$ cat src/design/fts_pkg.sv
// Shared types and constants for the forwarding table with port sets.
// No dependencies; every other design file refers to this package.
`default_nettype none
package fts_pkg;
	localparam int TABLE_ENTRIES   = 64;
	localparam int PORTS_PER_ENTRY = 8;
	localparam int IDX_W   = $clog2(TABLE_ENTRIES);
	localparam int CNT_W   = $clog2(PORTS_PER_ENTRY + 1);
	localparam int VCNT_W  = $clog2(TABLE_ENTRIES + 1);
	localparam int PADDR_W = $clog2(TABLE_ENTRIES * PORTS_PER_ENTRY);

	localparam logic [1:0] ACT_ADD    = 2'd0;
	localparam logic [1:0] ACT_REMOVE = 2'd1;
	localparam logic [1:0] ACT_LOOKUP = 2'd2;
	localparam logic [1:0] ACT_FLUSH  = 2'd3;

	localparam logic [1:0] ST_OK        = 2'd0;
	localparam logic [1:0] ST_NOT_FOUND = 2'd1;
	localparam logic [1:0] ST_INVALID   = 2'd2;
	localparam logic [1:0] ST_FULL      = 2'd3;

	typedef enum logic [2:0] {
		OP_ADD, OP_REMOVE, OP_LOOKUP, OP_FLUSH, OP_INVALID
	} op_t;

	typedef struct packed {
		op_t         op;
		logic [31:0] dst;
		logic [7:0]  qos;
		logic [15:0] port;
		logic        has;
	} req_t;

	typedef struct packed {
		logic [1:0]  status;
		logic [15:0] port;
		logic        pvalid;
		logic        last;
		logic        empty;
	} res_t;

	typedef struct packed {
		logic [31:0]      dst;
		logic [7:0]       qos;
		logic [CNT_W-1:0] cnt;
	} key_word_t;

	typedef enum logic [3:0] {
		BS_IDLE, BS_SCAN, BS_SCAN_END, BS_DECIDE, BS_PSCAN, BS_PCMP, BS_PDONE,
		BS_SHRD, BS_SHWR, BS_LRD, BS_LEMIT, BS_EMIT
	} bstate_t;
endpackage
`default_nettype wire

$ cat src/design/fts_front.sv
// Front end: accepts requests, classifies them and queues them for the back end.
// Depends on fts_pkg.
`default_nettype none
module fts_front (
	input  wire logic          clk,
	input  wire logic          arst_n,
	input  wire logic          in_valid,
	output logic               in_stall,
	input  wire logic [1:0]    action,
	input  wire logic [31:0]   destination,
	input  wire logic [7:0]    qos_id,
	input  wire logic [15:0]   port_id,
	input  wire logic          has_port,
	output logic               q_valid,
	output fts_pkg::req_t      q_req,
	input  wire logic          q_pop
);
	fts_pkg::req_t fifo_q [2];
	fts_pkg::req_t cls;
	logic          wr_q, rd_q;
	logic [1:0]    cnt_q;
	logic          push;

	// classify the request
	always_comb begin
		cls.dst  = destination;
		cls.qos  = qos_id;
		cls.port = port_id;
		cls.has  = has_port;
		if (action == fts_pkg::ACT_FLUSH) begin
			cls.op = fts_pkg::OP_FLUSH;
		end else if (destination == 32'd0) begin
			cls.op = fts_pkg::OP_INVALID;
		end else begin
			unique case (action)
				fts_pkg::ACT_ADD:    cls.op = fts_pkg::OP_ADD;
				fts_pkg::ACT_REMOVE: cls.op = fts_pkg::OP_REMOVE;
				default:             cls.op = fts_pkg::OP_LOOKUP;
			endcase
		end
	end

	assign in_stall = (cnt_q == 2'd2);
	assign push     = in_valid && !in_stall;
	assign q_valid  = (cnt_q != 2'd0);
	assign q_req    = fifo_q[rd_q];

	// two-entry request queue
	always_ff @(posedge clk) begin
		if (push) begin
			fifo_q[wr_q] <= cls;
		end
	end

	always_ff @(posedge clk or negedge arst_n) begin
		if (!arst_n) begin
			wr_q  <= 1'b0;
			rd_q  <= 1'b0;
			cnt_q <= 2'd0;
		end else begin
			if (push) wr_q <= !wr_q;
			if (q_pop) rd_q <= !rd_q;
			cnt_q <= cnt_q + 2'(push) - 2'(q_pop);
		end
	end
endmodule
`default_nettype wire

$ cat config.mk
export PLATFORM = sky130hd
export DESIGN_NAME = fts_front
export DESIGN_NICKNAME = d
export VERILOG_FILES = /design/src/design/fts_pkg.sv /design/src/design/fts_front.sv
export SDC_FILE = /design/constraint.sdc
export NUM_CORES = 1
export LEC_CHECK = 0
export BUFFER_PORTS_ARGS = -buffer_cell sky130_fd_sc_hd__clkbuf_2
export CORE_UTILIZATION = 54
export CTS_BUF_LIST = sky130_fd_sc_hd__clkbuf_2
export DETAILED_ROUTE_END_ITERATION = 16
export GPL_ROUTABILITY_DRIVEN = 0
export PLACE_DENSITY = 0.82
export SKIP_CTS_REPAIR_TIMING = 1
export SLEW_MARGIN = 20
export SYNTH_ARGS = -nofsm -noshare
export SYNTH_HDL_FRONTEND = slang
export SYNTH_SLANG_ARGS = --single-unit
$ cat constraint.sdc
create_clock -name clk -period 4.05 [get_ports clk]
set_clock_uncertainty 0.1 [all_clocks]
set_input_delay 0.81 -clock clk [delete_from_list [all_inputs] [get_ports clk]]
set_output_delay 0.81 -clock clk [all_outputs]
set_load 0.01 [all_outputs]
==> impl_metrics.yaml <==
drt:
  wl_per_cell_um: 16.7
  viasPerCell: 5.17
  vias: 2473
  wirelength_um: 7970
  ant_nets: 0
  post-route-drc-count: 0
  drt-initial-drc-count: 105
  first_pass_iters: 4
die:
  num_rows: 33
  io_pins: 125
  fp.dieH_um: 94.4
  core-area_sq_mm: 0.00826
  die_area_sq_mm: 0.00891
  initial_utilization_pct: 55.8
  die_w_um: 94.4
sta:
  worst_slew_pin_slew_ns: 0.922
  maxSlewViolCount: 0
  hold_ws_ns: 0.277
  rsz0062_at_grt: "false"
  post-route-period-util_pct: 78.8
  relSlewSlack_pct: 38.4
  period_needed_ns: 3.19
  setup_tns_ns: 0
  fmax_mhz: 313
  hold_viol_final: 0
  finalSetupViolations: 0
run_status:
  status: "finished, final reports clean"
critical_path:
  cp.required_ns: 3.14
  critPathCaptureType: "output pin"
  crit_path_start_kind: "flop"
  critical_path_class: "reg -> out"
  arrival_ns: 2.28
  r2r_slack_ns: 1.88
  cp_max_fo: 31
yosys:
  syn_area_per_cell_sq_um: 21.0
  async_flop_share_pct: 3.23
  ys_ff_latch: 124
  yosysUniqueCellTypes: 20
  syn_inst: 220
  synth_edf_count: 120
  syn-cell-area_sq_mm: 0.00461
  synth_nets: 285
  synthFlopType: "edfxtp_1"
  yosysSeqAreaShare_pct: 80.3
  yosysWarnings: 0
clocking:
  clk_path_buf_depth: 2
  htreeDepth: 4
  cts_tree: "done"
  clk_pin_slew_ns: 0.19
  clock_latency_ns: 0.60
  cts-root-buf: "clkbuf_2"
  clock-sinks: 124
  numCtsBuffers: 17
power_and_ir_drop:
  vdd_ir_drop_max_v: 0.000417
  p_leak_nw: 2.19
  powerDensity_mw_per_mm2: 679
finish:
  area_growth_pct: 23.1
  diodes: 0
  drive_gt1_share_pct: 57.6
  nFillCells: 602
  nets: 425
global_routing:
  grt_max_degree: 33
  grt_pass1_vias: 2482
  antenna_found_initial: 0
  grt_pass1_wl_um: 12100
  overflow: 0
  track_usage_pct: 19.1
flow_run:
  drv_cap: 0
place:
  port_buffers: 124
  dp_hpwl_um: 5400
worst_hold_path:
  min_path_type: "in -> reg"
==> per-stage QoR <==
stage	total power, W	cells	area (sq um)	setup WS [ns]	util [%]
after global routing	0.00406	478	5680	0.649	68.7
after CTS	0.00391	477	5670	0.732	68.6
final	0.00385	478	5680	0.857	68.7
after global placement	0.00305	445	5400	1.48	65.4
after floorplan	0.00261	220	4610	0.0577	-
after detailed placement	0.00309	445	5400	1.46	65.4
==> sequential cells by signal (all words and copies together), names as in the netlist <==
signal,cells
rd_q,1
cnt_q,2
wr_q,1
fifo_q,120
==> area by class of cell <==
cell class                      instances  area (sq um)  area share, %
Clock buffer                           18          90.1           1.59
Inverter                                4          15.0          0.264
Multi-Input combinational cell         85           868           15.3
Clock inverter                         14           176           3.11
Timing Repair Buffer                  128           691           12.2
Sequential cell                       124          3700           65.3
Tap cell                              105           131           2.31
==> logic make-up after synthesis <==
kind of cell    synth area share, %
buf+inv                        1.06
flops                          80.3
mux                            14.7
compound gates                0.461
xor+xnor                      0.760
fa+ha+maj                     0.543
simple gates                   2.22
==> worst max-delay path, cell delays in order, from the launching register on <==
cell      delay [ns]
dfrtp_2         0.87
buf_12          0.29
mux2_2          0.38
clkbuf_2        0.14
==> routing by layer <==
metal  global-route usage, %  wire [um]  vias up
met4                    9.10         85        0
met5                       0          0        -
met3                    6.76        541        8
met2                    30.1       4080       98
met1                    23.6       3260     1203
li1                        -          -     1164
==> cell usage after synthesis (all sizes together) (2+ instances only) <==
cell type,count,area [sq um]
xnor2,3,26.3
dfrtp,4,100
mux2,60,676
and3,3,18.8
inv,4,15.0
a31oi,2,12.5
buf,6,30.0
nor4,7,43.8
ha,2,25.0
edfxtp,120,3600
==> worst paths after layout <==
kind / startpoint / to / depth (start not counted)
worst min register to register: cnt_q[1] / cnt_q[1] / 1
worst min-delay path: qos_id[6] / fifo_q[1][23] / 1
min in group asynchronous: arst_n / cnt_q[0] / 2
worst max-delay path: rd_q / q_req[58] / 3
max in group asynchronous: arst_n / rd_q / 2
worst max register to register: cnt_q[1] / fifo_q[0][0] / 4
==> layout by cell type (no fill, tap or decap), types with 3 or more instances in the layout <==
cell and instances:
mux2_2 53, nor4_1 7, clkinv_1 3, clkbuf_2 142, buf_12 3, clkinv_2 4, dfrtp_1 3, edfxtp_1 120
mux2_1 7, bufinv_16 4, xnor2_1 3, inv_1 4
==> report_power, final <==
| part | switching [W] | internal [W] | leakage (nW) |
|---|---|---|---|
| Sequential | 0.000127 | 0.00175 | 1.16 |
| Clock | 0.000425 | 0.000399 | 0.160 |
| Combinational | 0.000601 | 0.000552 | 0.872 |
| Total | 0.00115 | 0.00270 | 2.19 |
Note: power is estimated with default switching activity, not from simulation.
